### src/rtl/fbr_pkg.sv
// Package with the shared types and constants of the BLE fragment reassembler.
`timescale 1ns / 1ps

package fbr_pkg;

    localparam int BUF_DEPTH = 1024;
    localparam int ADDR_W = $clog2(BUF_DEPTH);
    localparam int CNT_W = $clog2(BUF_DEPTH + 1);
    localparam int SEQ_W = 7;
    localparam int OQ_DEPTH = 3;
    localparam int OQ_PTR_W = $clog2(OQ_DEPTH);
    localparam int OQ_CNT_W = $clog2(OQ_DEPTH + 1);

    localparam logic [7:0] INIT_MARK = 8'h80;
    localparam logic [7:0] SEQ_MASK = 8'h7f;

    localparam logic OP_FRAG = 1'b0;
    localparam logic OP_READ = 1'b1;

    typedef enum logic [1:0] {
        MODE_IDLE,
        MODE_HEADER,
        MODE_PAYLOAD
    } mode_t;

    typedef struct packed {
        logic       opcode;
        logic [7:0] frag_byte;
        logic       frag_first;
        logic       frag_last;
        logic [9:0] read_index;
    } req_t;

    typedef struct packed {
        logic        complete;
        logic [10:0] message_length;
        logic [7:0]  read_byte;
    } rsp_t;

    typedef struct packed {
        logic        valid;
        logic        is_read;
        logic        in_range;
        logic        complete;
        logic [10:0] message_length;
    } res_info_t;

    typedef struct packed {
        logic              wr_en;
        logic              rd_en;
        logic [ADDR_W-1:0] addr;
        logic [7:0]        wdata;
    } mem_req_t;

endpackage

### src/rtl/fbr_ctrl.sv
// Reassembly control: header decode, sequence check, counters and store requests.
`timescale 1ns / 1ps

module fbr_ctrl (
    input  logic                clk,
    input  logic                rst_n,
    input  logic                accept,
    input  fbr_pkg::req_t       req,
    output fbr_pkg::mem_req_t   mem_req,
    output fbr_pkg::res_info_t  info
);

    fbr_pkg::mode_t                    mode_reg, mode_next;
    logic [1:0]                        pos_reg, pos_next;
    logic [fbr_pkg::CNT_W-1:0]         cnt_reg, cnt_next;
    logic [fbr_pkg::CNT_W-1:0]         total_reg, total_next;
    logic [fbr_pkg::SEQ_W-1:0]         seq_reg, seq_next;
    logic [7:0]                        high_reg, high_next;
    logic                              store_en;
    logic                              done;
    logic [fbr_pkg::CNT_W-1:0]         done_len;
    logic [15:0]                       hdr_total;

    assign hdr_total = {high_reg, req.frag_byte};

    always_comb
    begin
        mode_next = mode_reg;
        pos_next = pos_reg;
        cnt_next = cnt_reg;
        total_next = total_reg;
        seq_next = seq_reg;
        high_next = high_reg;
        store_en = 1'b0;
        done = 1'b0;
        done_len = '0;
        if (accept && req.opcode == fbr_pkg::OP_FRAG)
        begin
            if (req.frag_first)
            begin
                pos_next = 2'd0;
                if ((req.frag_byte & fbr_pkg::INIT_MARK) != 8'h00)
                begin
                    mode_next = fbr_pkg::MODE_HEADER;
                    pos_next = 2'd1;
                end
                else if (total_reg == '0 ||
                         (req.frag_byte & fbr_pkg::SEQ_MASK) != {1'b0, seq_reg})
                begin
                    mode_next = fbr_pkg::MODE_IDLE;
                end
                else
                begin
                    seq_next = seq_reg + 1'b1;
                    mode_next = fbr_pkg::MODE_PAYLOAD;
                end
            end
            else if (mode_reg == fbr_pkg::MODE_HEADER)
            begin
                if (pos_reg == 2'd1)
                begin
                    high_next = req.frag_byte;
                    pos_next = 2'd2;
                end
                else
                begin
                    pos_next = 2'd0;
                    if (hdr_total > 16'(fbr_pkg::BUF_DEPTH))
                    begin
                        total_next = '0;
                        mode_next = fbr_pkg::MODE_IDLE;
                    end
                    else
                    begin
                        total_next = hdr_total[fbr_pkg::CNT_W-1:0];
                        cnt_next = '0;
                        seq_next = '0;
                        mode_next = fbr_pkg::MODE_PAYLOAD;
                    end
                end
            end
            else if (mode_reg == fbr_pkg::MODE_PAYLOAD)
            begin
                if (cnt_reg < total_reg &&
                    cnt_reg < fbr_pkg::CNT_W'(fbr_pkg::BUF_DEPTH))
                begin
                    store_en = 1'b1;
                    cnt_next = cnt_reg + 1'b1;
                end
            end
            if (req.frag_last)
            begin
                if (mode_next == fbr_pkg::MODE_PAYLOAD && total_next != '0 &&
                    cnt_next >= total_next)
                begin
                    done = 1'b1;
                    done_len = total_next;
                    total_next = '0;
                    cnt_next = '0;
                end
                mode_next = fbr_pkg::MODE_IDLE;
                pos_next = 2'd0;
            end
        end
    end

    always_comb
    begin
        mem_req.wr_en = store_en;
        mem_req.rd_en = accept && req.opcode == fbr_pkg::OP_READ;
        mem_req.addr = store_en ? cnt_reg[fbr_pkg::ADDR_W-1:0]
                                : req.read_index[fbr_pkg::ADDR_W-1:0];
        mem_req.wdata = req.frag_byte;
        info.valid = accept;
        info.is_read = req.opcode == fbr_pkg::OP_READ;
        info.in_range = {1'b0, req.read_index} < 11'(fbr_pkg::BUF_DEPTH);
        info.complete = done;
        info.message_length = 11'(done_len);
    end

    always_ff @(posedge clk or negedge rst_n)
    begin
        if (!rst_n)
        begin
            mode_reg <= fbr_pkg::MODE_IDLE;
            pos_reg <= 2'd0;
            cnt_reg <= '0;
            total_reg <= '0;
            seq_reg <= '0;
            high_reg <= 8'h00;
        end
        else
        begin
            mode_reg <= mode_next;
            pos_reg <= pos_next;
            cnt_reg <= cnt_next;
            total_reg <= total_next;
            seq_reg <= seq_next;
            high_reg <= high_next;
        end
    end

endmodule

### config.mk
export PLATFORM = sky130hd
export DESIGN_NAME = fbr_ctrl
export DESIGN_NICKNAME = d
export VERILOG_FILES = /design/src/rtl/fbr_pkg.sv /design/src/rtl/fbr_ctrl.sv
export SDC_FILE = /design/constraint.sdc
export NUM_CORES = 1
export LEC_CHECK = 0
export BUFFER_PORTS_ARGS = -buffer_cell sky130_fd_sc_hd__buf_2
export CAP_MARGIN = 20
export CORE_MARGIN = 2
export CORE_UTILIZATION = 55
export DETAILED_ROUTE_END_ITERATION = 8
export PLACE_DENSITY = 0.78
export RECOVER_POWER = 25
export SYNTH_ARGS = -nofsm -noshare
export SYNTH_HDL_FRONTEND = slang
export SYNTH_SLANG_ARGS = --single-unit
### constraint.sdc
create_clock -name clk -period 6.3 [get_ports clk]
set_clock_uncertainty 0.2 [all_clocks]
set_input_delay 1.26 -clock clk [delete_from_list [all_inputs] [get_ports clk]]
set_output_delay 1.26 -clock clk [all_outputs]
set_load 0.01 [all_outputs]
Word-level counts from Yosys, hierarchy flattened
Index checks and enable logic that the tools add are counted.
{"block": "classes", "add_sub_neg": 2, "reduce_logical": 13, "eq_ne": 9, "n_bitwise": 2, "magnitude_cmp": 4, "n_mux": 47}
{"cell": "11-bit 2-to-1 mux", "count": 19}
{"cell": "7-bit 2-to-1 mux", "count": 6}
{"cell": "2-bit 2-to-1 mux", "count": 12}
{"cell": "16-bit by 11-bit > comparator with 1-bit output (second input constant)", "count": 1}
{"cell": "11-bit by 1-bit adder with 11-bit output (second input constant)", "count": 1}
{"cell": "11-bit >= comparator", "count": 1}
{"cell": "11-bit zero test", "count": 1}
{"cell": "11-bit less-than comparator", "count": 1}
{"cell": "11-bit less-than comparator (second input constant)", "count": 1}
{"cell": "11-bit nonzero test", "count": 1}
{"cell": "10-bit 2-to-1 mux", "count": 1}
{"cell": "1-bit 2-to-1 mux", "count": 9}
{"cell": "2-bit != test (second input constant)", "count": 4}
{"cell": "7-bit by 1-bit adder with 7-bit output (second input constant)", "count": 1}
{"cell": "7-bit != test", "count": 1}
{"cell": "6-bit AND reduction", "count": 1}
{"cell": "1-bit logical AND", "count": 5}
{"cell": "2-bit by 1-bit == test with 1-bit output (second input constant)", "count": 2}
{"cell": "2-bit == test (second input constant)", "count": 2}
{"cell": "4-bit AND reduction", "count": 1}
{"cell": "3-bit nonzero test", "count": 1}
{"cell": "1-bit inverter", "count": 2}
{"cell": "2-bit AND reduction", "count": 1}
{"cell": "2-bit nonzero test", "count": 1}
{"cell": "1-bit logical OR", "count": 1}
{"block": "word_totals", "out_inout_bits": 35, "input_bits": 24, "register_bits": 41}

Longest topological paths before layout
{"block": "depth", "ltp_word": 12, "ltp_mapped": 18}

Worst setup path after synthesis
No wires, ideal clock.
{"block": "synth_path", "path_type": "input-to-output", "startpoint": "input req[16] in the netlist's numbering", "endpoint": "output info[8] in the netlist's numbering", "t_arrival_ns": 4.196, "required_ns": 4.840, "setup_slack_ns": 0.644, "stages": 11, "cell_sequence": "or4_4 > o31ai_4 > nand3_1 > a22o_1 > ha_1 > o21a_1 > o21ai_0 > a211o_1 > nor3_2 > o211ai_1 > nor3_1"}
{"element": "start: declaration", "line_no": "fbr_ctrl.sv:8", "source": "input fbr_pkg::req_t req,"}
{"element": "end: declaration", "line_no": "fbr_ctrl.sv:10", "source": "output fbr_pkg::res_info_t info"}

==> impl_metrics.csv <==
group,metric,value,unit
worst_setup_path,crit_required,4840,ps
min_path,worst_hold_startpoint,"high_reg[4]",
cts,worstSkewPairLatency,300,ps
cts,root_buffer,"clkbuf_8",
sta,rsz0062_at_grt,"false",
synthesis,synth_ff_type,"dfrtp_1",
power_and_ir_drop,combPwrFrac,35.2,%
place,dp_cells,513,
power_and_ir_drop,power_switching,283.9,µW
place,portBuffers,57,
synthesis,yosys.area.top_type,"dfrtp_1",
synthesis,synth_most_common_cell,"nand2_1",
detailed_routing,drtIter0Drc,262,
worst_setup_path,cp-end-kind,"output port",
finish,fin_nets,493,
sta,drv_slew,42,
floorplan,fp.dieArea,6933,µm²
detailed_routing,firstDrtPassIters,5,
sta,fin_crit_sh,95.41,%
global_route,grt_pass1_wl,15330,µm
global_route,grt_overflow,0,
detailed_routing,drc_errors,0,
power_and_ir_drop,leakage,1.762,nW
synthesis,syn_inst,407,
worst_setup_path,cp-startpoint,"req[16]",
cts,ctsLongestPathBuffers,2,
detailed_routing,vias,3305,
synthesis,syn_nets,454,
floorplan,die_w,83.27,µm
worst_setup_path,crit_type,"input port to output port",
global_route,grt_antenna_before_repair,0,
finish,fillCellCount,524,
run,drv_cap,1,
synthesis,ys_seq_elements,41,
synthesis,synthTopCellsByCount,"64 x nand2_1, 41 x dfrtp_1, 23 x ha_1",
power_and_ir_drop,seq_power_share,41.4,%
finish,area_delta_synth_final,9.196,%
synthesis,syn-cell-area,3456,µm²
detailed_routing,viasPerCell,6.331,
sta,tightest_slew,2185,ps
synthesis,netlist.area_leader.share,29.69,%
worst_setup_path,crit_arrival,4550,ps
cts,cts_tree,"done",
sta,fin_crit,6011,ps
power_and_ir_drop,clkPwrFrac,23.4,%
global_route,grt_pass1_vias,3099,
power_and_ir_drop,p_per_area,197.2,nW/µm²
global_route,grt_max_degree,42,
sta,fmax,0.1664,GHz
run_status,failed_checks,"max-capacitance violations, max-slew violations",
sta,setup_violations,0,
finish,drive_above_1_share,21.25,%
finish,postLayoutCoreUtil,62.99,%
worst_setup_path,r2r_start,"total_reg[4]",
finish,antennaDiodeCount,0,
cts,holdBufCountCts,0,
power_and_ir_drop,swShare,38.15,%
worst_setup_path,critPathMaxFanout,9,
floorplan,die_y,83.27,µm
synthesis,netlist_top_cells_area,"dfrtp_1 30%, ha_1 8.3%, nand2_1 7.0%, a22oi_1 3.7%, buf_4 3.0%",
cts,cts_inserted_buffers,5,
synthesis,yosys_warnings,0,
min_path,hp-class,"flip-flop to flip-flop",
detailed_routing,ant_nets,0,
sta,setup_tns,0,ps
place,placed_area,3672,µm²
cts,clkSlewWorstSetupHoldPaths,70,ps
sta,hold_viol,0,
sta,slew-limit-headroom,-45.65,%
global_route,grt.total_usage,27.12,%
floorplan,ios,59,
place,hpwlAfterDp,7071,µm
synthesis,syn_area_per_cell,8.491,µm²
finish,seqCellArea,1026,µm²
floorplan,start_util,57.69,%
synthesis,synth-edff-count,0,
worst_setup_path,start_kind,"input port",
cts,h-tree-depth,2,
floorplan,core,5991,µm²
run_status,status,"finished with violations",
synthesis,yosys.cell_types.count,61,
worst_setup_path,rrSetupSlack,1560,ps
finish,layout.cells.non_filler,522,
finish,postLayoutCellArea,3774,µm²
finish,multi_input_area,2166,µm²
floorplan,rows,28,
detailed_routing,totalWireLength,9374,µm
synthesis,seq_area_frac_synth,29.69,%
power_and_ir_drop,p_int,460.2,µW
power_and_ir_drop,max-vdd-ir-drop,144.2,µV
place,place_congestion,1.003,
detailed_routing,wl_per_cell,17.96,µm
synthesis,async_reset_ff_share,100.0,%
cts,cts.sinks,41,
per-layer routing:
metal | part of all wire, % | wire, µm | global-route usage [%] | up-vias
li1 | - | - | - | 1590
met1 | 43 | 4077 | 36.14 | 1561
met2 | 48 | 4511 | 44.79 | 138
met3 | 6.7 | 624 | 4.274 | 16
met4 | 1.7 | 161 | 9.389 | 0
met5 | 0 | 0 | 0 | -
power by group through the flow:
stage	sequential, mW	clock [mW]	combinational [mW]
4_1_cts	0.307	0.180	0.253
3_5_place_dp	0.312	0	0.252
6_report	0.308	0.174	0.262
2_1_floorplan	0.302	0	0.187
5_1_grt	0.310	0.190	0.289
3_3_place_gp	0.312	0	0.244
worst max-delay path, stage by stage:
cell	delay, ps
buf_2	140
or4_4	570
o31ai_4	350
nand4_1	220
o211ai_1	200
nand3_1	150
ha_1	300
o21a_1	100
o21ai_0	70
a211o_1	280
nor3_2	270
o211ai_1	130
buf_4	180
nor3_1	150
buf_2	160
final timing paths:
kind,depth (start not counted),endpoint
min in group asynchronous,1,total_reg[9]
max reg2reg,15,cnt_reg[3]
min,1,high_reg[4]
max in group asynchronous,1,cnt_reg[1]
min reg2reg,1,high_reg[4]
max,15,info[8]
kinds of logic after synthesis:
logic type | after synthesis | synth area share, %
compound gates | 105 | 22.95
other cells | 1 | 0.1085
fa+ha+maj | 23 | 8.327
flops | 41 | 29.69
buf+inv | 48 | 7.856
simple gates | 168 | 25.02
mux | 12 | 3.766
xor+xnor | 9 | 2.281
stage by stage:
step                      setup WS (ps)  power, mW  hold WS (ps)
after floorplan                   643.9     0.4887         271.8
after CTS                         186.9     0.7390         313.2
final                             289.4     0.7441         309.8
after detailed placement          250.6     0.5634         295.0
after global routing              63.44     0.7888         329.9
after global placement            344.8     0.5558         289.7
final cells by class:
type                    count  area share [%]
flip-flops and latches     41           27.19
inverters                  15           1.492
multi-input cells         318           57.39
clock inverters             2          0.3979
repair buffers             65           9.118
well taps                  75           2.487
clock buffers               6           1.923
layout by cell type (no fill, tap or decap), drive strengths merged, types with 3 or more instances in the layout:
cell / n
o211a: 5
xor2: 7
inv: 15
and3: 3
nor2: 19
nand4: 6
buf: 64
or2: 3
nor3: 21
dfrtp: 41
o21ai: 9
and2: 5
mux2i: 4
a31oi: 4
o211ai: 9
or3: 9
nand3: 16
nor4: 6
nand2b: 3
o31ai: 15
clkbuf: 7
mux2: 8
o41ai: 4
a21o: 5
a32o: 3
a41oi: 3
a22oi: 17
o311ai: 4
ha: 23
nand2: 64
or4: 5
a21oi: 12
what timing repair did:
item	CTS	global route
setup endpoints to repair	0	8
buffers inserted	0	1
gates resized for setup	0	1
Power figures use the tool's default switching activity.
