File: src/rtl/fbr_pkg.sv
// Package with the shared types and constants of the BLE fragment reassembler.
`timescale 1ns / 1ps

package fbr_pkg;

    localparam int BUF_DEPTH = 1024;
    localparam int ADDR_W = $clog2(BUF_DEPTH);
    localparam int CNT_W = $clog2(BUF_DEPTH + 1);
    localparam int SEQ_W = 7;
    localparam int OQ_DEPTH = 3;
    localparam int OQ_PTR_W = $clog2(OQ_DEPTH);
    localparam int OQ_CNT_W = $clog2(OQ_DEPTH + 1);

    localparam logic [7:0] INIT_MARK = 8'h80;
    localparam logic [7:0] SEQ_MASK = 8'h7f;

    localparam logic OP_FRAG = 1'b0;
    localparam logic OP_READ = 1'b1;

    typedef enum logic [1:0] {
        MODE_IDLE,
        MODE_HEADER,
        MODE_PAYLOAD
    } mode_t;

    typedef struct packed {
        logic       opcode;
        logic [7:0] frag_byte;
        logic       frag_first;
        logic       frag_last;
        logic [9:0] read_index;
    } req_t;

    typedef struct packed {
        logic        complete;
        logic [10:0] message_length;
        logic [7:0]  read_byte;
    } rsp_t;

    typedef struct packed {
        logic        valid;
        logic        is_read;
        logic        in_range;
        logic        complete;
        logic [10:0] message_length;
    } res_info_t;

    typedef struct packed {
        logic              wr_en;
        logic              rd_en;
        logic [ADDR_W-1:0] addr;
        logic [7:0]        wdata;
    } mem_req_t;

endpackage

File: src/rtl/fbr_outq.sv
// Result stage and output queue that absorbs output stalls.
`timescale 1ns / 1ps

module fbr_outq (
    input  logic               clk,
    input  logic               rst_n,
    input  fbr_pkg::res_info_t info,
    input  logic [7:0]         rdata,
    output logic               full,
    output logic               rsp_valid,
    input  logic               rsp_stall,
    output fbr_pkg::rsp_t      rsp
);

    fbr_pkg::res_info_t           s1_reg;
    fbr_pkg::rsp_t                q_reg [fbr_pkg::OQ_DEPTH];
    logic [fbr_pkg::OQ_PTR_W-1:0] wr_ptr_reg, wr_ptr_next;
    logic [fbr_pkg::OQ_PTR_W-1:0] rd_ptr_reg, rd_ptr_next;
    logic [fbr_pkg::OQ_CNT_W-1:0] count_reg, count_next;
    logic                         push;
    logic                         pop;
    fbr_pkg::rsp_t                push_word;

    assign push = s1_reg.valid;
    assign pop = rsp_valid && !rsp_stall;

    always_comb
    begin
        push_word.complete = s1_reg.complete;
        push_word.message_length = s1_reg.message_length;
        push_word.read_byte = (s1_reg.is_read && s1_reg.in_range) ? rdata : 8'h00;
        wr_ptr_next = wr_ptr_reg;
        rd_ptr_next = rd_ptr_reg;
        if (push)
        begin
            wr_ptr_next = (wr_ptr_reg == fbr_pkg::OQ_PTR_W'(fbr_pkg::OQ_DEPTH - 1))
                          ? '0 : wr_ptr_reg + 1'b1;
        end
        if (pop)
        begin
            rd_ptr_next = (rd_ptr_reg == fbr_pkg::OQ_PTR_W'(fbr_pkg::OQ_DEPTH - 1))
                          ? '0 : rd_ptr_reg + 1'b1;
        end
        count_next = count_reg + fbr_pkg::OQ_CNT_W'(push) - fbr_pkg::OQ_CNT_W'(pop);
    end

    assign rsp_valid = count_reg != '0;
    assign rsp = q_reg[rd_ptr_reg];
    assign full = ({1'b0, count_reg} + {{fbr_pkg::OQ_CNT_W{1'b0}}, s1_reg.valid})
                  >= (fbr_pkg::OQ_CNT_W + 1)'(fbr_pkg::OQ_DEPTH);

    always_ff @(posedge clk)
    begin
        if (push)
        begin
            q_reg[wr_ptr_reg] <= push_word;
        end
    end

    always_ff @(posedge clk or negedge rst_n)
    begin
        if (!rst_n)
        begin
            s1_reg <= '0;
            wr_ptr_reg <= '0;
            rd_ptr_reg <= '0;
            count_reg <= '0;
        end
        else
        begin
            s1_reg <= info;
            wr_ptr_reg <= wr_ptr_next;
            rd_ptr_reg <= rd_ptr_next;
            count_reg <= count_next;
        end
    end

endmodule

File: config.mk
export PLATFORM = sky130hd
export DESIGN_NAME = fbr_outq
export DESIGN_NICKNAME = d
export VERILOG_FILES = /design/src/rtl/fbr_pkg.sv /design/src/rtl/fbr_outq.sv
export SDC_FILE = /design/constraint.sdc
export NUM_CORES = 1
export LEC_CHECK = 0
export ABC_AREA = 1
export ABC_CLOCK_PERIOD_IN_PS = 2060
export BUFFER_PORTS_ARGS = -buffer_cell sky130_fd_sc_hd__buf_2
export CAP_MARGIN = 10
export CORE_ASPECT_RATIO = 1.5
export CORE_MARGIN = 2
export CORE_UTILIZATION = 45
export CTS_CLUSTER_DIAMETER = 150
export DETAILED_ROUTE_END_ITERATION = 8
export GPL_ROUTABILITY_DRIVEN = 1
export HOLD_SLACK_MARGIN = 0.06
export PLACE_DENSITY_LB_ADDON = 0.25
export SLEW_MARGIN = 20
export SYNTH_ARGS = -nofsm -noshare
export SYNTH_HDL_FRONTEND = slang
export SYNTH_SLANG_ARGS = --single-unit
export TNS_END_PERCENT = 10
File: constraint.sdc
create_clock -name clk -period 2.06 [get_ports clk]
set_input_delay 0 -clock clk [delete_from_list [all_inputs] [get_ports clk]]
set_output_delay 0 -clock clk [all_outputs]
set_load 0.01 [all_outputs]
* Yosys cells after proc, flatten, opt, wreduce, memory -nomap -nowiden *
Memories as Yosys holds them, arrays and structs flattened.
Index checks and enable logic that the tools add are counted.
W data, S select, Z words.

storage, ports and cells
  flip-flop bits (word level) = 21
  RAM bits = 60
  bits of input ports = 26
  output and inout bits = 22
  logic and storage cells = 26
  memories = 1

cells by class
  add/sub/neg operators = 5
  magnitude comparators = 1
  equal/unequal tests = 2
  multiplexer cells = 5
  reduce and logical (&&, ||, !) cells = 4

memory list
  name   depth  bits a word  rd ports  clocked after memory_dff  wr ports  line            text
  q_reg  3      20           1         0                         1         fbr_outq.sv:16  fbr_pkg::rsp_t q_reg [fbr_pkg::OQ_DEPTH];

operators with widths
  operator               count
  $mux W8                1
  $add A2 B1 Y2 const B  2
  $eq A2 B2 Y1 const B   2
  $mux W2                2
  $add A2 B1 Y3          1
  $ge A3 B2 Y1 const B   1
  $add A2 B1 Y2          1
  $logic_and A1 B1 Y1    2
  $mux W1                2
  $reduce_bool A2 Y1     1
  $sub A2 B1 Y2          1
  $logic_not A1 Y1       1

* Longest topological paths before layout *
Gate-level depths: netlist of run 1.

  depth after elaboration = 3
  mapped depth = 10
  gate-level depth less buffers = 10

* Least setup slack after synthesis of run 1 *
No wires, ideal clock.

  path type = reg-to-reg
  from = reg s1_reg, in the netlist push
  to = mem q_reg[2][0] in the netlist's numbering (enable)
  library setup time = 0.422 ns
  arrival = 1.854 ns
  required time = 1.638 ns
  setup slack = -0.216 ns
  cell stages (with the launch flop) = 3
  path buffers = 0
  period minus slack after synthesis = 2.276 ns
  cells stage by stage = dfrtp_1 -> inv_1 -> nor3_1

between the ends
  longest elaborated chain between the ends = 2

RTL lines
  item                           line            text
  start, declared                fbr_outq.sv:15  fbr_pkg::res_info_t s1_reg;
  start signal, assigned         fbr_outq.sv:71  s1_reg <= info;
  $mux W1                        fbr_outq.sv:54  if (push)
  $mux W1 (implied by the code)  fbr_outq.sv:56  q_reg[wr_ptr_reg] <= push_word;
  end, declared                  fbr_outq.sv:16

Every way passes these cells.

==> flow_summary_export.csv, run 1 <==
group,metric,value,unit
grt,grt_max_degree,23,
cts,cts_max_level,3,
placement,post-place-ws,0.5712,ns
detailed_routing,final_antenna_net_count,0,
synth,yosys.area.top_type_share,60.30,%
grt,overflow,0,
synth,syn-cell-area,2988,um2
synth,synth-simple-area-share,15.58,%
grt,gr-usage-met2,28.44,%
cts,cts_made_buffers,9,
placement,dp_cells,347,
flow_run,cap_violations,0,
synth,ys.flop_type,"edfxtp_1",
cts,clk_path_buf_depth,2,
placement,gp_routability_congestion,0.7808,
timing,tightest_slew,0.4882,ns
synth,syn_nets,256,
layout,drive_gt1_share,22.44,%
synth,synth_top_family_by_area,"simple AND/OR/NAND/NOR gates",
grt,grt_pass1_vias,1991,
grt,gr-max-usage-layer,"met2",
timing,max_clock_freq,0.5828,GHz
pwr,vdd.ir_drop.worst,0.6631,mV
detailed_routing,wl_per_cell,14.03,um
layout,layout.nets,337,
synth,postSynthCellCount,226,
critical_path,critical_path_buf_inv_count,2,
synth,synth_seq_cells,81,
cts,clk_latency,0.35,ns
grt,met1_usage,16.04,%
critical_path,worstPathRequired,2.06,ns
critical_path,cp.depth,5,
critical_path,r2r_end,"count_reg[1]$_DFF_PN0_",
floorplanning,start_util,46.39,%
timing,drv_slew,0,
critical_path,reg2reg_from,"count_reg[1]$_DFF_PN0_",
synth,synthAdderAreaFrac,1.675,%
critical_path,crit_fanout,15,
floorplanning,fp.dieArea,7321,um2
pwr,power.density,1292,nW/um2
timing,setup_viol,0,
grt,grtUsageTotal,16.40,%
timing,hold_ws,0.1370,ns
timing,setup_slack,0.3443,ns
timing,min_period,1.716,ns
critical_path,arrival,1.72,ns
cts,cts_root_buffer,"clkbuf_8",
synth,ys_seq_area_share,77.89,%
critical_path,crit_path_cell_trace,"nor2_2 -> buf_12 -> nand2_1 -> nand3_1 -> buf_2",
grt,antenna_found_initial,0,
min_path,hold_path.class,"input port to asynchronous set/reset pin",
timing,slew_headroom,67.46,%
floorplanning,die_w,70.53,um
critical_path,regToRegSetupSlack,0.55,ns
layout,n_fill_cell,516,
run_status,outcome,"finished clean",
cts,cts_tree,"done",
grt,grt_pass1_wl,8.852,mm
pwr,finalPower,0.004966,W
placement,dp_hpwl,3.521,mm
layout,area_growth,28.60,%
critical_path,criticalPathCategory,"flip-flop to output pin",
timing,grt_setup_unrepaired,"false",
cts,clk_pin_slew_worst_paths,0.08,ns
floorplanning,dieHeight,103.8,um
timing,period_share,83.29,%
cts,post-cts-setup-buffers,0,
floorplanning,boundaryPins,48,
layout,diodes,0,
cts,cts_sinks,81,
critical_path,cpPeakStageDelay,0.51,ns
synth,synth.area.mux_share,0,%
floorplanning,core,6441,um2
detailed_routing,wl,5.445,mm
synth,synth_edf_count,60,
detailed_routing,vias,1914,
synth,synth-xor-area-share,0,%
critical_path,r2r_cells,9,
critical_path,crit_family,"simple AND/OR/NAND/NOR gates",
critical_path,cp-end-kind,"output pin",
synth,synth_cell_types,14,
synth,synth.largest_area_cell,"edfxtp_1",
synth,ys_top_cells_by_area,"edfxtp_1, dfrtp_1, nand3_1",
layout,largest_register_ffs,60,
synth,synth_compound_area_share,0.5863,%
pwr,leakage,1.647,nW
layout,fin_cells,388,
critical_path,critPathLaunchType,"flip-flop",
synth,syn_avg_cell_area,13.22,um2
detailed_routing,drt-initial-drc-count,123,
synth,ys_warn_count,0,
timing,fin_skew,0.01085,ns
floorplanning,row_count,36,
critical_path,slowest_stage,"dfrtp_1",
placement,port_buffers,47,
detailed_routing,viasPerCell,4.933,
timing,finalSetupTns,0,ns
synth,ys_async_sr_fraction,25.93,%
detailed_routing,drc,0,
grt,use_met3,5.350,%
timing,hold_viol,0,
detailed_routing,first_pass_iters,4,
==> how the worst max path moves through the flow <==
stage | endpoint | slack [ns] | start
floorplan | q_reg[2][0]$_DFFE_PP_ | 0.40 | push$_DFF_PN0_
global placement | count_reg[1]$_DFF_PN0_ | 0.57 | count_reg[1]$_DFF_PN0_
detailed placement | count_reg[1]$_DFF_PN0_ | 0.57 | count_reg[1]$_DFF_PN0_
CTS | rsp[16] | 0.31 | rd_ptr_reg[1]$_DFFE_PN0P_
global route | rsp[16] | 0.20 | rd_ptr_reg[1]$_DFFE_PN0P_
finish | rsp[19] | 0.34 | rd_ptr_reg[1]$_DFFE_PN0P_
==> routing by layer <==
metal  vias to the layer above  part of all wire, %
li1                        933                    -
met1                       906                   37
met2                        53                   55
met3                        22                  4.4
met4                         0                  4.5
met5                         -                    0
==> where the power goes <==
group          switching (W)  total [W]  internal, W
Sequential          0.000119    0.00216      0.00204
Combinational       0.000970    0.00159     0.000621
Clock               0.000529    0.00121     0.000683
==> layout by cell type (no fill, tap or decap), drive strengths merged <==
| master | Yosys | layout |
|---|---|---|
| clkbuf | 0 | 11 |
| ha | 4 | 4 |
| nand2 | 52 | 52 |
| nor3 | 1 | 1 |
| clkinv | 0 | 2 |
| o21ai | 2 | 2 |
| edfxtp | 60 | 60 |
| buf | 8 | 53 |
| bufinv | 0 | 2 |
| inv | 22 | 22 |
| nand3 | 45 | 45 |
| a21o | 1 | 1 |
| clkinvlp | 0 | 1 |
| dfrtp | 21 | 21 |
| dlygate4sd3 | 0 | 25 |
| nor2 | 10 | 10 |
==> metrics by stage <==
stage	util [%]	cell area, um2
2_1_floorplan	-	2993
3_3_place_gp	52.47	3379
3_5_place_dp	52.47	3379
4_1_cts	59.65	3842
5_1_grt	59.65	3842
6_report	59.65	3842
==> cells by family after synthesis <==
kind of cell / after synthesis
adders and majority gates: 4
and+or+nand+nor: 108
AOI/OAI and AO/OA: 3
DFF: 81
buffers and inverters: 30
==> Yosys cell counts, types with 2 or more instances <==
| cell type | count |
|---|---|
| ha_1 | 4 |
| dfrtp_1 | 21 |
| edfxtp_1 | 60 |
| nand2_1 | 52 |
| buf_4 | 2 |
| buf_2 | 6 |
| o21ai_0 | 2 |
| nand3_1 | 45 |
| nor2_1 | 9 |
| inv_1 | 21 |
==> layout make-up <==
| cell class | instances | area, um2 | share of cell area (%) |
|---|---|---|---|
| clock buffers | 11 | 131.4 | 3.419 |
| clock inverters | 5 | 81.33 | 2.117 |
| repair buffers | 78 | 580.6 | 15.11 |
| flip-flops and latches | 81 | 2327 | 60.57 |
| multi-input cells | 115 | 544.3 | 14.16 |
| inverters | 22 | 82.58 | 2.149 |
| well taps | 76 | 95.09 | 2.475 |
==> timing repair <==
item | 4_1_cts | 5_1_grt
gates resized for setup | 0 | 0
hold endpoints to repair | 62 | 0
hold buffers | 25 | 0
Power figures use the tool's default switching activity.
==> run 2, diff against run 1 <==
--- a/config.mk
+++ b/config.mk
@@ -6,7 +6,7 @@
 export NUM_CORES = 1
 export LEC_CHECK = 0
 export ABC_AREA = 1
-export ABC_CLOCK_PERIOD_IN_PS = 2060
+export ABC_CLOCK_PERIOD_IN_PS = 1600
 export BUFFER_PORTS_ARGS = -buffer_cell sky130_fd_sc_hd__buf_2
 export CAP_MARGIN = 10
 export CORE_ASPECT_RATIO = 1.5
==> constraint.sdc (replaced) <==
create_clock -name clk -period 1.6 [get_ports clk]
set_input_delay 0 -clock clk [delete_from_list [all_inputs] [get_ports clk]]
set_output_delay 0 -clock clk [all_outputs]
set_load 0.01 [all_outputs]
==> run 2 against run 1 <==
Compared with the run above:
- combinational power grew 31%
- largest cell class unchanged
- clock-buffer cell count grew 3
- hold slack gained 0.032 ns
- register-to-register slack lost 0.40 ns
- die area is the same
- worst setup slack lost 0.27 ns
- sequential power grew 28%
- highest routed layer unchanged
==> flow_summary_export.csv, run 2 (same netlist as run 1, synthesis figures left out) <==
group,metric,value,unit
run_status,outcome,"finished clean",
detailed_routing,wl,5.812,mm
grt,grt_max_degree,22,
detailed_routing,vias,1921,
cts,clk_pin_slew_worst_paths,0.08,ns
critical_path,reg2reg_from,"count_reg[1]$_DFF_PN0_",
layout,ff_latch_area,2328,um2
cts,clk_path_buf_depth,2,
timing,grt_setup_unrepaired,"false",
critical_path,cp-startpoint,"push$_DFF_PN0_",
critical_path,cpMostUsedCell,"ha_1",
grt,grt_pass1_wl,9.453,mm
placement,dp_hpwl,3.758,mm
critical_path,worstPathRequired,1.60,ns
cts,post-cts-setup-buffers,0,
placement,dp_cells,353,
floorplanning,die_w,70.53,um
detailed_routing,drc,0,
critical_path,critPathLaunchType,"flip-flop",
critical_path,crit_fanout,6,
detailed_routing,first_pass_iters,4,
detailed_routing,final_antenna_net_count,0,
timing,period_share,95.13,%
layout,largest_register_ffs,60,
layout,multiInputGateArea,544.3,um2
floorplanning,start_util,46.39,%
critical_path,regToRegSetupSlack,0.15,ns
layout,diodes,0,
critical_path,endpoint,"full",
critical_path,slowest_stage,"dfrtp_2",
timing,finalSetupTns,0,ns
placement,gp_routability_congestion,0.7357,
grt,overflow,0,
timing,drv_slew,0,
timing,fin_skew,0.008986,ns
timing,max_clock_freq,0.6570,GHz
timing,min_period,1.522,ns
floorplanning,dieHeight,103.8,um
critical_path,r2r_cells,9,
floorplanning,boundaryPins,48,
detailed_routing,wl_per_cell,14.75,um
cts,cts_sinks,81,
layout,layout.nets,343,
layout,final_cell_mix,"edfxtp_1, nand2_1, buf_2",
cts,cts_made_buffers,9,
detailed_routing,viasPerCell,4.876,
placement,port_buffers,47,
cts,cts_tree,"done",
pwr,finalPower,0.006307,W
critical_path,cp-end-kind,"output pin",
min_path,hold_path.class,"input port to asynchronous set/reset pin",
grt,antenna_found_initial,0,
pwr,power.density,1651,nW/um2
floorplanning,fp.dieArea,7321,um2
timing,hold_viol,0,
layout,fin_cells,394,
floorplanning,row_count,36,
timing,slew_headroom,63.71,%
layout,area_growth,27.85,%
grt,grt_pass1_vias,1969,
flow_run,cap_violations,0,
critical_path,arrival,1.52,ns
cts,clk_latency,0.36,ns
layout,n_fill_cell,534,
timing,setup_viol,0,
pwr,leakage,1.655,nW
critical_path,cpPeakStageDelay,0.44,ns
critical_path,r2r_end,"count_reg[1]$_DFF_PN0_",
pwr,vdd.ir_drop.worst,0.8614,mV
critical_path,crit_path_cell_trace,"ha_1 -> ha_1 -> a21o_1 -> buf_2",
detailed_routing,drt-initial-drc-count,166,
floorplanning,core,6441,um2
layout,final_common_cell,"edfxtp_1",
timing,tightest_slew,0.5443,ns
layout,drive_gt1_share,23.58,%
critical_path,criticalPathCategory,"flip-flop to output pin",
cts,cts_root_buffer,"clkbuf_8",
cts,cts_max_level,3,
grt,grtUsageTotal,17.48,%
## run 2: worst min-delay path by stage
| stage | from | to | slack (ns) |
|---|---|---|---|
| after detailed placement | rst_n | count_reg[1]$_DFF_PN0_ | 0.02 |
| after floorplan | rst_n | count_reg[0]$_DFF_PN0_ | -0.30 |
| after global routing | rst_n | s1_reg[12]$_DFF_PN0_ | 0.21 |
| after CTS | rst_n | push_word[19]$_DFF_PN0_ | 0.17 |
| after global placement | rst_n | count_reg[1]$_DFF_PN0_ | 0.02 |
| final | rst_n | push_word[18]$_DFF_PN0_ | 0.17 |
## run 2: cell type report
class	count	share of cell area, %
Sequential cell	81	60.96
Clock inverter	2	1.015
Inverter	22	2.227
Timing Repair Buffer	84	15.07
Clock buffer	14	3.996
Multi-Input combinational cell	115	14.25
Tap cell	76	2.489
## run 2: layer usage
metal | GRT usage (%) | wire length [um] | up-vias
li1 | - | - | 947
met1 | 19.57 | 2278 | 919
met2 | 30.39 | 3153 | 42
met3 | 4.669 | 235 | 13
met4 | 8.356 | 144 | 0
met5 | 0 | 0 | -
## run 2: report_power, final
group / leakage [nW] / internal, W / switching [W]
Combinational: 0.752 / 0.000795 / 0.00129
Sequential: 0.808 / 0.00263 / 0.000138
Clock: 0.0949 / 0.000770 / 0.000682
## run 2: critical path, delay by kind of cell, from the launching register on
| family | cells | cell delay [ns] |
|---|---|---|
| buffers and inverters | 1 | 0.13 |
| AO/OA/AOI/OAI | 1 | 0.15 |
| adder cells (fa/ha/maj) | 2 | 0.45 |
| flip-flops | 1 | 0.44 |
## run 2: timing repair
item | in CTS | in global routing
gates resized for setup | 0 | 3
hold endpoints to repair | 62 | 0
setup endpoints to repair | 0 | 6
hold buffers | 25 | 0
## run 2: per-stage QoR
stage	setup slack, ns	hold WS [ns]	utilization [%]	cell area (um2)
after global placement	0.1980	0.01694	52.39	3374
after CTS	0.04846	0.1737	59.25	3816
after floorplan	0.1885	-0.2956	-	2999
after detailed placement	0.1636	0.02278	52.39	3374
final	0.07797	0.1687	59.30	3820
after global routing	0.008700	0.2139	59.30	3820
==> run 3, diff against run 2 <==
--- a/config.mk
+++ b/config.mk
@@ -6,7 +6,7 @@
 export NUM_CORES = 1
 export LEC_CHECK = 0
 export ABC_AREA = 1
-export ABC_CLOCK_PERIOD_IN_PS = 1600
+export ABC_CLOCK_PERIOD_IN_PS = 1290
 export BUFFER_PORTS_ARGS = -buffer_cell sky130_fd_sc_hd__buf_2
 export CAP_MARGIN = 10
 export CORE_ASPECT_RATIO = 1.5
==> constraint.sdc (replaced) <==
create_clock -name clk -period 1.29 [get_ports clk]
set_input_delay 0 -clock clk [delete_from_list [all_inputs] [get_ports clk]]
set_output_delay 0 -clock clk [all_outputs]
set_load 0.01 [all_outputs]
==> run 3 against run 2 <==
Compared with the run above:
- the flow now finishes with violations (setup timing)
- via count shrank 0.10%
- global-route usage down 1.7 points
- non-clock buffer count increased by 3
- routed wire length decreased by 7.7%
- first-iteration DRC count increased by 4.8%
- clock skew grew 0.00051 ns
- total power increased by 35%
- clock power rose by 27%
- critical path type unchanged
- largest power group unchanged
==> flow_summary_export.csv, run 3 (same netlist as run 1, synthesis figures left out) <==
group,metric,value,unit
cts,cts_sinks,81,
grt,grt_pass1_vias,1878,
timing,tightest_slew,0.4818,ns
timing,period_share,115.4,%
critical_path,critPathLaunchType,"flip-flop",
placement,dpl_cell_area,3415,um2
critical_path,worstPathRequired,1.29,ns
layout,drive_gt1_share,32.71,%
critical_path,r2r_cells,10,
layout,final_common_cell,"edfxtp_1",
placement,gp_routability_congestion,0.7851,
cts,cts_made_buffers,9,
floorplanning,start_util,46.39,%
cts,cts_tree,"done",
layout,design_area,4045,um2
pwr,vdd.ir_drop.worst,1.098,mV
timing,setup_slack,-0.1991,ns
floorplanning,die_w,70.53,um
critical_path,crit_path_cell_trace,"buf_6 -> ha_4 -> ha_4 -> a21o_1 -> buf_2",
grt,grt_pass1_wl,8.673,mm
timing,fin_skew,0.009500,ns
floorplanning,boundaryPins,48,
timing,grt_setup_unrepaired,"true",
flow_run,cap_violations,0,
cts,clk_pin_slew_worst_paths,0.08,ns
layout,diodes,0,
placement,post-place-ws,-0.06769,ns
critical_path,cp-end-kind,"output pin",
pwr,p_sw,0.002894,W
run_status,violations,"setup timing",
floorplanning,core,6441,um2
detailed_routing,first_pass_iters,5,
run_status,outcome,"complete, but fails checks",
detailed_routing,wl,5.367,mm
critical_path,crit_fanout,2,
critical_path,arrival,1.49,ns
layout,layout.nets,346,
cts,clk_path_buf_depth,2,
grt,antenna_found_initial,0,
pwr,pwr-share-seq,40.5,%
timing,slew_headroom,67.88,%
pwr,power.share.clock,21.7,%
floorplanning,fp.dieArea,7321,um2
detailed_routing,vias,1919,
critical_path,criticalPathCategory,"flip-flop to output pin",
timing,hold_viol,0,
timing,min_period,1.489,ns
cts,cts_max_level,3,
grt,overflow,0,
floorplanning,dieHeight,103.8,um
timing,max_clock_freq,0.6715,GHz
detailed_routing,wl_per_cell,13.52,um
layout,final_util,62.80,%
detailed_routing,drt-initial-drc-count,174,
critical_path,cpMostUsedCell,"ha_4",
grt,grtUsageTotal,15.77,%
min_path,hold_path.class,"input port to asynchronous set/reset pin",
layout,largest_register_ffs,60,
floorplanning,row_count,36,
grt,grt_max_degree,23,
detailed_routing,final_antenna_net_count,0,
detailed_routing,viasPerCell,4.834,
pwr,p_sw_share,34.08,%
pwr,power.density,2099,nW/um2
layout,area_growth,35.39,%
placement,port_buffers,47,
pwr,intPower,0.005598,W
cts,cts_root_buffer,"clkbuf_8",
timing,drv_slew,0,
detailed_routing,drc,0,
critical_path,cpPeakStageDelay,0.40,ns
timing,setup_viol,23,
layout,final_cell_mix,"edfxtp_1, nand2_1, buf_2",
critical_path,slowest_stage,"dfrtp_1",
cts,clk_latency,0.34,ns
pwr,leakage,1.714,nW
pwr,combPwrFrac,37.8,%
placement,dp_hpwl,3.280,mm
==> run 3: final timing paths <==
kind                                           endpoint                    start  slack (ns)
worst min-delay path            push_word[14]$_DFF_PN0_                    rst_n        0.15
max in group asynchronous                push$_DFF_PN0_                    rst_n        0.78
min in group clk                push_word[19]$_DFF_PN0_                 info[11]        0.29
worst min register to register   q_reg[1][18]$_DFFE_PP_  push_word[18]$_DFF_PN0_        0.47
worst max register to register   count_reg[1]$_DFF_PN0_   count_reg[0]$_DFF_PN0_       -0.10
worst max-delay path                               full   count_reg[0]$_DFF_PN0_       -0.20
==> run 3: metrics by stage <==
step	hold slack [ns]	instances	power, W	TNS [ns]
floorplan	-0.2956	226	0.005001	-4.433
global placement	-0.008717	353	0.006104	-0.01830
detailed placement	-0.006763	353	0.006163	-0.09654
CTS	0.1457	395	0.008376	-2.290
global route	0.1800	397	0.009059	-3.728
finish	0.1516	397	0.008493	-1.633
==> run 3: power by group through the flow <==
| stage | logic, W | registers [W] | clock network, W |
|---|---|---|---|
| floorplan | 0.00155 | 0.00345 | 0 |
| global placement | 0.00266 | 0.00344 | 0 |
| detailed placement | 0.00270 | 0.00346 | 0 |
| CTS | 0.00305 | 0.00344 | 0.00189 |
| global route | 0.00356 | 0.00348 | 0.00203 |
| finish | 0.00321 | 0.00344 | 0.00184 |
==> run 3: cell type report <==
type	count	area, um2
timing repair buffer	87	681.9
clock buffer	9	123.9
clock inverter	7	82.58
sequential	81	2330
multi-input combinational	115	644.4
fill	505	2396
inverter	22	87.58
tap	76	95.09
==> run 3: repair_timing <==
action | in CTS | in global routing
pin swaps | 3 | 5
cloned | 1 | 0
hold buffers | 25 | 0
buffers inserted | 0 | 2
hold endpoints to repair | 62 | 0
setup endpoints to repair | 23 | 27
gates resized for setup | 21 | 16
==> run 3: critical path, delay by kind of cell, from the launching register on <==
kind / cells / cell delay (ns)
DFF: 1 / 0.40
adders and majority gates: 2 / 0.35
buffers and inverters: 2 / 0.27
AOI/OAI and AO/OA: 1 / 0.14
==> run 3: metal layers <==
metal	part of all wire [%]	vias to the layer above	wire (um)	track usage, %
li1	-	956	-	-
met1	36	905	1924	17.43
met2	57	51	3083	27.96
met3	5.0	7	266	3.988
met4	1.7	0	93	7.278
met5	0	-	0	0
